<file path="config.mk">
export PLATFORM = sky130hd
export DESIGN_NAME = fasta_index_scanner_unit
export DESIGN_NICKNAME = d
export VERILOG_FILES = /design/src/sv/fis_pkg.sv /design/src/sv/fis_in_stage.sv /design/src/sv/fis_core.sv /design/src/sv/fasta_index_scanner_unit.sv
export VERILOG_INCLUDE_DIRS = /design/src /design/src/sv
export SDC_FILE = /design/constraint.sdc
export NUM_CORES = 1
export LEC_CHECK = 0
export BUFFER_PORTS_ARGS = -buffer_cell sky130_fd_sc_hd__buf_2
export CAP_MARGIN = 25
export CORE_MARGIN = 10
export CORE_UTILIZATION = 40
export DETAILED_ROUTE_END_ITERATION = 6
export GPL_TIMING_DRIVEN = 1
export SYNTH_ARGS = -nofsm -noshare
export SYNTH_HDL_FRONTEND = slang
export SYNTH_HIERARCHICAL = 1
export SYNTH_SLANG_ARGS = --single-unit
</file>
<file path="constraint.sdc">
create_clock -name clock -period 6 [get_ports clock]
set_input_delay 0.9 -clock clock [delete_from_list [all_inputs] [get_ports clock]]
set_output_delay 0.9 -clock clock [all_outputs]
set_load 0.01 [all_outputs]
</file>
<file path="src/sv/fasta_index_scanner_unit_assert.svh">
// assertion helpers for the scanner core
`ifndef FASTA_INDEX_SCANNER_UNIT_ASSERT_SVH
`define FASTA_INDEX_SCANNER_UNIT_ASSERT_SVH

// consequent must hold in the cycle after the antecedent
`define FIS_ASSERT_NEXT(lbl, clk, rst, ante, cons) \
   lbl: assert property (@(posedge clk) disable iff (rst) (ante) |=> (cons)) \
      else $error("assertion failed");

// consequent must hold in the same cycle as the antecedent
`define FIS_ASSERT_NOW(lbl, clk, rst, ante, cons) \
   lbl: assert property (@(posedge clk) disable iff (rst) (ante) |-> (cons)) \
      else $error("assertion failed");

`endif

</file>
<file path="src/sv/fis_pkg.sv">
package fis_pkg;

   localparam int REC_OFFSET_W = 40;
   localparam int LINE_W       = 32;

   localparam logic CMD_DATA = 1'b0;
   localparam logic CMD_EOS  = 1'b1;

   localparam logic KIND_NAME   = 1'b0;
   localparam logic KIND_RECORD = 1'b1;

   localparam logic [7:0] CHAR_GT    = 8'h3E;
   localparam logic [7:0] CHAR_LF    = 8'h0A;
   localparam logic [7:0] CHAR_CR    = 8'h0D;
   localparam logic [7:0] CHAR_TAB   = 8'h09;
   localparam logic [7:0] CHAR_SPACE = 8'h20;

   typedef struct packed {
      logic       command;
      logic [7:0] data_byte;
   } item_type;

   typedef struct packed {
      logic                    kind;
      logic [7:0]              name_byte;
      logic [REC_OFFSET_W-1:0] seq_length;
      logic [REC_OFFSET_W-1:0] seq_start_offset;
      logic [LINE_W-1:0]       bases_per_line;
      logic [LINE_W-1:0]       bytes_per_line;
   } result_type;

endpackage

</file>
<file path="src/sv/fis_in_stage.sv">
module fis_in_stage (
   input  logic              clock,
   input  logic              reset,
   input  logic              req_valid,
   output logic              req_ready,
   input  fis_pkg::item_type req_item,
   output logic              item_valid,
   output fis_pkg::item_type item,
   input  logic              item_take
);

   logic              valid_ff, valid_in;
   fis_pkg::item_type item_ff, item_in;

   assign req_ready = !valid_ff || item_take;

   always_comb begin
      valid_in = valid_ff;
      item_in  = item_ff;
      if (req_ready) begin
         valid_in = req_valid;
         item_in  = req_item;
      end
   end

   always_ff @(posedge clock) begin
      if (reset) begin
         valid_ff <= 1'b0;
      end else begin
         valid_ff <= valid_in;
      end
      item_ff <= item_in;
   end

   assign item_valid = valid_ff;
   assign item       = item_ff;

endmodule

</file>
<file path="src/sv/fis_core.sv">
`include "fasta_index_scanner_unit_assert.svh"

module fis_core #(
   parameter int MAX_NAME_BYTES = 255,
   parameter int OFFSET_BITS    = 40
) (
   input  logic                clock,
   input  logic                reset,
   input  logic                item_valid,
   input  fis_pkg::item_type   item,
   output logic                item_take,
   output logic                rsp_valid,
   input  logic                rsp_ready,
   output fis_pkg::result_type rsp_result
);

   localparam int LW = fis_pkg::LINE_W;

   logic [OFFSET_BITS-1:0] byte_offset_ff, byte_offset_in;
   logic                   in_sequence_ff, in_sequence_in;
   logic                   in_header_ff, in_header_in;
   logic                   at_line_start_ff, at_line_start_in;
   logic                   blank_ff, blank_in;
   logic                   copying_ff, copying_in;
   logic [7:0]             name_count_ff, name_count_in;
   logic [OFFSET_BITS-1:0] base_total_ff, base_total_in;
   logic [OFFSET_BITS-1:0] start_offset_ff, start_offset_in;
   logic [LW-1:0]          first_bases_ff, first_bases_in;
   logic [LW-1:0]          first_bytes_ff, first_bytes_in;
   logic [LW-1:0]          line_bases_ff, line_bases_in;
   logic [LW-1:0]          line_bytes_ff, line_bytes_in;

   logic                   rsp_valid_ff, rsp_valid_in;
   fis_pkg::result_type    result_ff, result_in;

   logic                   advance;
   logic [7:0]             b;
   logic                   is_lf, is_cr, is_sep;
   logic                   eff_header, eff_blank;
   logic [LW-1:0]          eff_bases, eff_bytes, new_bases, new_bytes;
   logic [LW-1:0]          commit_bases, commit_bytes;
   logic [OFFSET_BITS:0]   commit_sum;
   logic [OFFSET_BITS-1:0] commit_total;
   logic                   record_due;
   logic                   name_emit;

   logic                   eos_take, lf_take, scan_idle, name_out;
   logic [7:0]             name_count_up;

   function automatic logic [fis_pkg::REC_OFFSET_W-1:0] to_rec(
      input logic [OFFSET_BITS-1:0] v);
      logic [63:0] w;
      w = 64'(v);
      return w[fis_pkg::REC_OFFSET_W-1:0];
   endfunction

   function automatic logic [LW-1:0] inc32(input logic [LW-1:0] v);
      return (&v) ? v : v + LW'(1);
   endfunction

   assign advance   = !rsp_valid_ff || rsp_ready;
   assign item_take = item_valid && advance;

   assign b      = item.data_byte;
   assign is_lf  = (b == fis_pkg::CHAR_LF);
   assign is_cr  = (b == fis_pkg::CHAR_CR);
   assign is_sep = is_lf || (b == fis_pkg::CHAR_SPACE) || (b == fis_pkg::CHAR_TAB);

   // per-line view once the line start has been resolved
   assign eff_header = at_line_start_ff ? 1'b0 : in_header_ff;
   assign eff_blank  = at_line_start_ff ? !(in_sequence_ff && !is_lf && !is_cr) : blank_ff;
   assign eff_bases  = at_line_start_ff ? '0 : line_bases_ff;
   assign eff_bytes  = at_line_start_ff ? '0 : line_bytes_ff;
   assign new_bytes  = inc32(eff_bytes);
   assign new_bases  = (is_lf || is_cr) ? eff_bases : inc32(eff_bases);

   // one shared saturating adder for closing a data line
   assign commit_bases = (item.command == fis_pkg::CMD_EOS) ? line_bases_ff : new_bases;
   assign commit_bytes = (item.command == fis_pkg::CMD_EOS) ? line_bytes_ff : new_bytes;
   assign commit_sum   = {1'b0, base_total_ff} + (OFFSET_BITS + 1)'(commit_bases);
   assign commit_total = commit_sum[OFFSET_BITS] ? '1 : commit_sum[OFFSET_BITS-1:0];

   assign record_due = in_sequence_ff && (name_count_ff != 8'd0);
   assign name_emit  = item_take && (item.command == fis_pkg::CMD_DATA) && eff_header
                       && copying_ff && !is_sep
                       && (name_count_ff < 8'(MAX_NAME_BYTES));

   always_comb begin
      byte_offset_in   = byte_offset_ff;
      in_sequence_in   = in_sequence_ff;
      in_header_in     = in_header_ff;
      at_line_start_in = at_line_start_ff;
      blank_in         = blank_ff;
      copying_in       = copying_ff;
      name_count_in    = name_count_ff;
      base_total_in    = base_total_ff;
      start_offset_in  = start_offset_ff;
      first_bases_in   = first_bases_ff;
      first_bytes_in   = first_bytes_ff;
      line_bases_in    = line_bases_ff;
      line_bytes_in    = line_bytes_ff;

      rsp_valid_in = rsp_valid_ff && !rsp_ready;
      result_in    = result_ff;

      if (item_take) begin
         if (item.command == fis_pkg::CMD_EOS) begin
            // close an unterminated last line, then flush
            if (!at_line_start_ff) begin
               if (in_header_ff) begin
                  start_offset_in = byte_offset_ff;
               end else if (!blank_ff) begin
                  base_total_in = commit_total;
                  if (first_bases_ff == '0) begin
                     first_bases_in = commit_bases;
                     first_bytes_in = commit_bytes;
                  end
               end
            end
            if (record_due) begin
               rsp_valid_in                = 1'b1;
               result_in.kind              = fis_pkg::KIND_RECORD;
               result_in.name_byte         = 8'd0;
               result_in.seq_length        = to_rec(base_total_in);
               result_in.seq_start_offset  = to_rec(start_offset_in);
               result_in.bases_per_line    = first_bases_in;
               result_in.bytes_per_line    = first_bytes_in;
            end
            byte_offset_in   = '0;
            in_sequence_in   = 1'b0;
            in_header_in     = 1'b0;
            at_line_start_in = 1'b1;
            blank_in         = 1'b0;
            copying_in       = 1'b0;
            name_count_in    = 8'd0;
            base_total_in    = '0;
            start_offset_in  = '0;
            first_bases_in   = '0;
            first_bytes_in   = '0;
            line_bases_in    = '0;
            line_bytes_in    = '0;
         end else begin
            byte_offset_in   = (&byte_offset_ff) ? byte_offset_ff
                               : byte_offset_ff + OFFSET_BITS'(1);
            at_line_start_in = 1'b0;
            if (at_line_start_ff && (b == fis_pkg::CHAR_GT)) begin
               if (record_due) begin
                  rsp_valid_in                = 1'b1;
                  result_in.kind              = fis_pkg::KIND_RECORD;
                  result_in.name_byte         = 8'd0;
                  result_in.seq_length        = to_rec(base_total_ff);
                  result_in.seq_start_offset  = to_rec(start_offset_ff);
                  result_in.bases_per_line    = first_bases_ff;
                  result_in.bytes_per_line    = first_bytes_ff;
               end
               in_sequence_in  = 1'b1;
               in_header_in    = 1'b1;
               blank_in        = 1'b0;
               copying_in      = 1'b1;
               name_count_in   = 8'd0;
               base_total_in   = '0;
               start_offset_in = '0;
               first_bases_in  = '0;
               first_bytes_in  = '0;
            end else begin
               if (at_line_start_ff) begin
                  in_header_in  = 1'b0;
                  blank_in      = eff_blank;
                  line_bases_in = '0;
                  line_bytes_in = '0;
               end
               if (eff_header) begin
                  if (copying_ff && is_sep) begin
                     copying_in = 1'b0;
                  end
                  if (name_emit) begin
                     rsp_valid_in                = 1'b1;
                     result_in.kind              = fis_pkg::KIND_NAME;
                     result_in.name_byte         = b;
                     result_in.seq_length        = '0;
                     result_in.seq_start_offset  = '0;
                     result_in.bases_per_line    = '0;
                     result_in.bytes_per_line    = '0;
                     name_count_in               = name_count_ff + 8'd1;
                  end
                  if (is_lf) begin
                     start_offset_in  = byte_offset_in;
                     in_header_in     = 1'b0;
                     copying_in       = 1'b0;
                     at_line_start_in = 1'b1;
                  end
               end else if (!eff_blank) begin
                  line_bytes_in = new_bytes;
                  line_bases_in = new_bases;
                  if (is_lf) begin
                     base_total_in = commit_total;
                     if (first_bases_ff == '0) begin
                        first_bases_in = commit_bases;
                        first_bytes_in = commit_bytes;
                     end
                     at_line_start_in = 1'b1;
                  end
               end else if (is_lf) begin
                  at_line_start_in = 1'b1;
               end
            end
         end
      end
   end

   always_ff @(posedge clock) begin
      if (reset) begin
         byte_offset_ff   <= '0;
         in_sequence_ff   <= 1'b0;
         in_header_ff     <= 1'b0;
         at_line_start_ff <= 1'b1;
         blank_ff         <= 1'b0;
         copying_ff       <= 1'b0;
         name_count_ff    <= 8'd0;
         base_total_ff    <= '0;
         start_offset_ff  <= '0;
         first_bases_ff   <= '0;
         first_bytes_ff   <= '0;
         line_bases_ff    <= '0;
         line_bytes_ff    <= '0;
         rsp_valid_ff     <= 1'b0;
      end else begin
         byte_offset_ff   <= byte_offset_in;
         in_sequence_ff   <= in_sequence_in;
         in_header_ff     <= in_header_in;
         at_line_start_ff <= at_line_start_in;
         blank_ff         <= blank_in;
         copying_ff       <= copying_in;
         name_count_ff    <= name_count_in;
         base_total_ff    <= base_total_in;
         start_offset_ff  <= start_offset_in;
         first_bases_ff   <= first_bases_in;
         first_bytes_ff   <= first_bytes_in;
         line_bases_ff    <= line_bases_in;
         line_bytes_ff    <= line_bytes_in;
         rsp_valid_ff     <= rsp_valid_in;
      end
      result_ff <= result_in;
   end

   assign rsp_valid  = rsp_valid_ff;
   assign rsp_result = result_ff;

   assign eos_take      = item_take && (item.command == fis_pkg::CMD_EOS);
   assign lf_take       = item_take && (item.command == fis_pkg::CMD_DATA) && is_lf;
   assign scan_idle     = at_line_start_ff && !in_sequence_ff && (name_count_ff == 8'd0);
   assign name_out      = rsp_valid_ff && (result_ff.kind == fis_pkg::KIND_NAME);
   assign name_count_up = name_count_ff + 8'd1;

   `FIS_ASSERT_NEXT(a_eos_clears, clock, reset, eos_take, scan_idle)
   `FIS_ASSERT_NEXT(a_name_out, clock, reset, name_emit, name_out)
   `FIS_ASSERT_NEXT(a_name_inc, clock, reset, name_emit, name_count_ff == $past(name_count_up))
   `FIS_ASSERT_NEXT(a_lf_ends_line, clock, reset, lf_take, at_line_start_ff)
   `FIS_ASSERT_NOW(a_name_bound, clock, reset, 1'b1, name_count_ff <= 8'(MAX_NAME_BYTES))

endmodule

</file>
<file path="src/sv/fasta_index_scanner_unit.sv">
// channel | dir | fields
// req     | in  | command, data_byte
// rsp     | out | kind, name_byte, seq_length, seq_start_offset, bases_per_line, bytes_per_line
//
// one item per cycle sustained while no result waits; the input register feeds the scan
// logic, whose result register drives the rsp channel, so each result passes through the
// input register and then the result register after its item is accepted
// synchronous active-high reset returns the scanner to the start of a new file
// a waiting result holds the scan stage and drops req_ready in the same cycle once the
// input register is full; the input register still takes one more item

module fasta_index_scanner_unit #(
   parameter int MAX_NAME_BYTES = 255,
   parameter int OFFSET_BITS    = 40
) (
   input  logic        clock,
   input  logic        reset,
   input  logic        req_valid,
   output logic        req_ready,
   input  logic        req_command,
   input  logic [7:0]  req_data_byte,
   output logic        rsp_valid,
   input  logic        rsp_ready,
   output logic        rsp_kind,
   output logic [7:0]  rsp_name_byte,
   output logic [39:0] rsp_seq_length,
   output logic [39:0] rsp_seq_start_offset,
   output logic [31:0] rsp_bases_per_line,
   output logic [31:0] rsp_bytes_per_line
);

   fis_pkg::item_type   req_item;
   fis_pkg::item_type   item;
   logic                item_valid;
   logic                item_take;
   fis_pkg::result_type result;

   assign req_item.command   = req_command;
   assign req_item.data_byte = req_data_byte;

   fis_in_stage u_in_stage (
      .clock      (clock),
      .reset      (reset),
      .req_valid  (req_valid),
      .req_ready  (req_ready),
      .req_item   (req_item),
      .item_valid (item_valid),
      .item       (item),
      .item_take  (item_take)
   );

   fis_core #(
      .MAX_NAME_BYTES (MAX_NAME_BYTES),
      .OFFSET_BITS    (OFFSET_BITS)
   ) u_core (
      .clock      (clock),
      .reset      (reset),
      .item_valid (item_valid),
      .item       (item),
      .item_take  (item_take),
      .rsp_valid  (rsp_valid),
      .rsp_ready  (rsp_ready),
      .rsp_result (result)
   );

   assign rsp_kind             = result.kind;
   assign rsp_name_byte        = result.name_byte;
   assign rsp_seq_length       = result.seq_length;
   assign rsp_seq_start_offset = result.seq_start_offset;
   assign rsp_bases_per_line   = result.bases_per_line;
   assign rsp_bytes_per_line   = result.bytes_per_line;

endmodule

</file>
==> out/results.ini <==
[outcome]
violations=DRC
outcome=complete, but fails checks

[drt]
antenna_left=0
num_vias=21491
routedWlPerCell_um=22.6
totalWireLength_um=81500
dr.pass1.iters=7
drc_errors=5
drtIter0Drc=1997
vias_per_cell=5.96

[critical_path]
cp_num_buf_inv=3
startpoint=u_core/at_line_start_ff
cpMaxStageDelayCell=a221oi_1
path_cells=nor2b_1 -> ha_1 -> and3b_1 -> and4_1 -> nand3_1 -> o21ai_2 -> nor3_1 -> mux2i_1 -> o21ai_0 -> ha_1 -> a21oi_1 -> o21ai_0 -> a221oi_1 -> a21oi_1 -> buf_4 -> o221ai_1 -> buf_4 -> nor2b_1 -> buf_4 -> a21oi_1 -> nor3_1
cp_max_fo=18
r2r_end=u_core/rsp_result[141]
cp-start-kind=flip-flop
rrSetupSlack_ps=410
end_kind=flip-flop
path_depth=21
crit_type=flip-flop to flip-flop
cpPeakStageDelay_ps=540
crit_family=compound AO/OA/AOI/OAI gates
arrival_ps=5920
worstPathRequired_ps=6330
ff2ff_path_depth=21
crit_path_end=u_core/rsp_result[141]
rr_startpoint=u_core/at_line_start_ff

[finish]
n_antenna_cell=0
layout-drive-gt1-share_pct=14.0
nFillCells=5526
final_nets=2865
areaGrowthSynthToFinish_pct=15.3

[clock_tree]
cts_root_buf=clkbuf_16
cts_sinks=425
htreeDepth=2
clk_path_buf_depth=3
cts_tree=done
numCtsBuffers=48
insertion_delay_ps=610
clkSlewWorstSetupHoldPaths_ps=60
cts.hold.buffers_added=0

[synthesis]
syn_nets=2749
yosys.cell_count.top_type=nand2_1
synth-async-reset-ratio_pct=0
synth_edf_count=162
avgSynthCellArea_um2=8.43
synthCells=2694
synth_area_leaders=dfxtp_1, edfxtp_1, nand2_1, o21ai_0, a21oi_1
yosys_warnings=6
synth_top_cell_by_area=dfxtp_1
synth_cell_types=95
synthFlopType=dfxtp_1
syn_area_um2=22700
synth_common_cells=nand2_1, dfxtp_1, o21ai_0
synth_seq_area_share_pct=44.6
synth-seq-cells=425
synth_top_area_share_pct=23.2

[grt]
grt_util_met2_pct=38.2
busiest_layer=met2
grtUsageTotal_pct=23.5
grt_pass1_wl_um=124000
use_met1_pct=31.2
antenna_found_initial=1
grt_pass1_vias=20323
use_met3_pct=3.61
grt_start_max_net_pins=72
grt-ovfl-total=0

[sta]
setup_tns_ps=0
final.setup.worst_slack_ps=410
finalSetupViolCount=0
rsz0062_at_grt=no
finalHoldViolations=0
tightest_slew_ps=1150
drv_slew=0
clock_skew_ps=30.8
timing.fmax_ghz=0.179
period_minus_slack_ps=5590
finalCritPeriodShare_pct=93.2
slew_headroom_pct=22.5

[place]
place_ws_ps=233
numPortBuffers=167
gp_congestion=0.955
place_hpwl_um=57900

[floorplan]
start_util_pct=40.4
rows=87
die_area_um2=66700
core_um2=56300
ios=168
die_h_um=258
die-width_um=258

[power]
ir_drop_uv=179
p_clk_share_pct=47.5
p_sw_w=0.00151
leakagePower_nw=9.17
seqPwrFrac_pct=47.7
power.share.combinational_pct=4.9
p_int_w=0.00477
p_sw_share_pct=24.1
power.density_nw_per_um2=240

[worst_hold_path]
hp-class=flip-flop to flip-flop

[run]
cap_violations=0

## area by class of cell
cell class	instances	area, um2	area share [%]
repair buffers	271	1680	6.43
inverters	39	154	0.588
clock inverters	28	299	1.14
well taps	756	946	3.61
multi-input cells	2025	11700	44.7
flip-flops and latches	425	10100	38.7
clock buffers	62	1270	4.86
## cells by family after synthesis
family          share of synthesized area, %
simple gates                            22.9
fa+ha+maj                               2.35
flops                                   44.6
compound gates                          21.5
mux                                     1.74
buf+inv                                 4.23
xor+xnor                                2.70
## through the flow
step / util (%) / hold slack, ps / total power (W) / area, um2 / std cells
finish: 46.5 / 449 / 0.00628 / 26200 / 3606
global route: 46.5 / 464 / 0.00648 / 26200 / 3606
CTS: 46.5 / 454 / 0.00634 / 26200 / 3605
detailed placement: 43.7 / 439 / 0.00336 / 24600 / 3515
global placement: 43.6 / 433 / 0.00335 / 24500 / 3513
floorplan: - / 420 / 0.00323 / 22700 / 2694
## flip-flops by register name (all words and copies together), names as in the netlist
register and cells:
u_core/line_bytes_ff 32, u_core/at_line_start_ff 1, u_core/blank_ff 1, u_core/byte_offset_ff 40, u_core/copying_ff 1, u_core/start_offset_ff 40
u_core/base_total_ff 40, u_core/line_bases_ff 32, u_core/rsp_valid 1, u_in_stage/item_valid 1, u_in_stage/item 9, u_core/name_count_ff 8
u_core/first_bytes_ff 32, u_core/rsp_result 153, u_core/first_bases_ff 32, u_core/in_sequence_ff 1, u_core/in_header_ff 1
## metal layers
metal	share of wire (%)	vias up
li1	-	10063
met1	43	10407
met2	47	858
met3	6.8	161
met4	3.2	2
met5	0.016	-
## how the worst min path moves through the flow
| stage | start | to | slack [ps] | depth (start not counted) |
|---|---|---|---|---|
| 4_1_cts | u_core/first_bytes_ff[9] | u_core/first_bytes_ff[9] | 450 | 2 |
| 5_1_grt | req_data_byte[3] | u_in_stage/item[3] | 460 | 1 |
| 6_report | u_core/first_bytes_ff[9] | u_core/first_bytes_ff[9] | 450 | 2 |
| 3_3_place_gp | u_core/first_bytes_ff[9] | u_core/first_bytes_ff[9] | 430 | 2 |
| 2_1_floorplan | u_core/first_bytes_ff[17] | u_core/first_bytes_ff[17] | 420 | 2 |
| 3_5_place_dp | u_core/first_bytes_ff[9] | u_core/first_bytes_ff[9] | 440 | 2 |
## worst register-to-register path: stages, from the launching register on
cell,delay (ps)
dfxtp_4,420
nor2b_1,290
ha_1,240
and3b_1,230
and4_1,250
nand3_1,170
o21ai_2,330
nor3_1,160
mux2i_1,150
o21ai_0,500
ha_1,420
a21oi_1,180
o21ai_0,160
a221oi_1,540
a21oi_1,170
buf_4,170
o221ai_1,330
buf_4,210
nor2b_1,50
buf_4,140
a21oi_1,130
nor3_1,60
## timing repair
item | CTS | global route
hold endpoints to repair | 0 | 0
endpoints found under the setup margin | 0 | 59
gates resized for setup | 0 | 6
setup buffers | 0 | 1
## power groups by stage
stage / clock network [W] / logic, W / registers [W]
final: 0.00298 / 0.000306 / 0.00300
after detailed placement: 0 / 0.000298 / 0.00306
after floorplan: 0 / 0.000179 / 0.00305
after global placement: 0 / 0.000291 / 0.00306
after CTS: 0.00305 / 0.000298 / 0.00300
after global routing: 0.00316 / 0.000324 / 0.00300
## layout by cell type (no fill, tap or decap), types with 53 or more instances in the layout
| cell type | synthesis | layout |
|---|---|---|
| a21oi_1 | 239 | 238 |
| and3_1 | 53 | 53 |
| buf_2 | 26 | 166 |
| buf_4 | 2 | 101 |
| dfxtp_1 | 263 | 262 |
| edfxtp_1 | 162 | 162 |
| nand2_1 | 377 | 377 |
| nand3_1 | 163 | 163 |
| nor2_1 | 239 | 233 |
| o21ai_0 | 252 | 252 |
No activity file was read; power rests on OpenSTA's default activity.
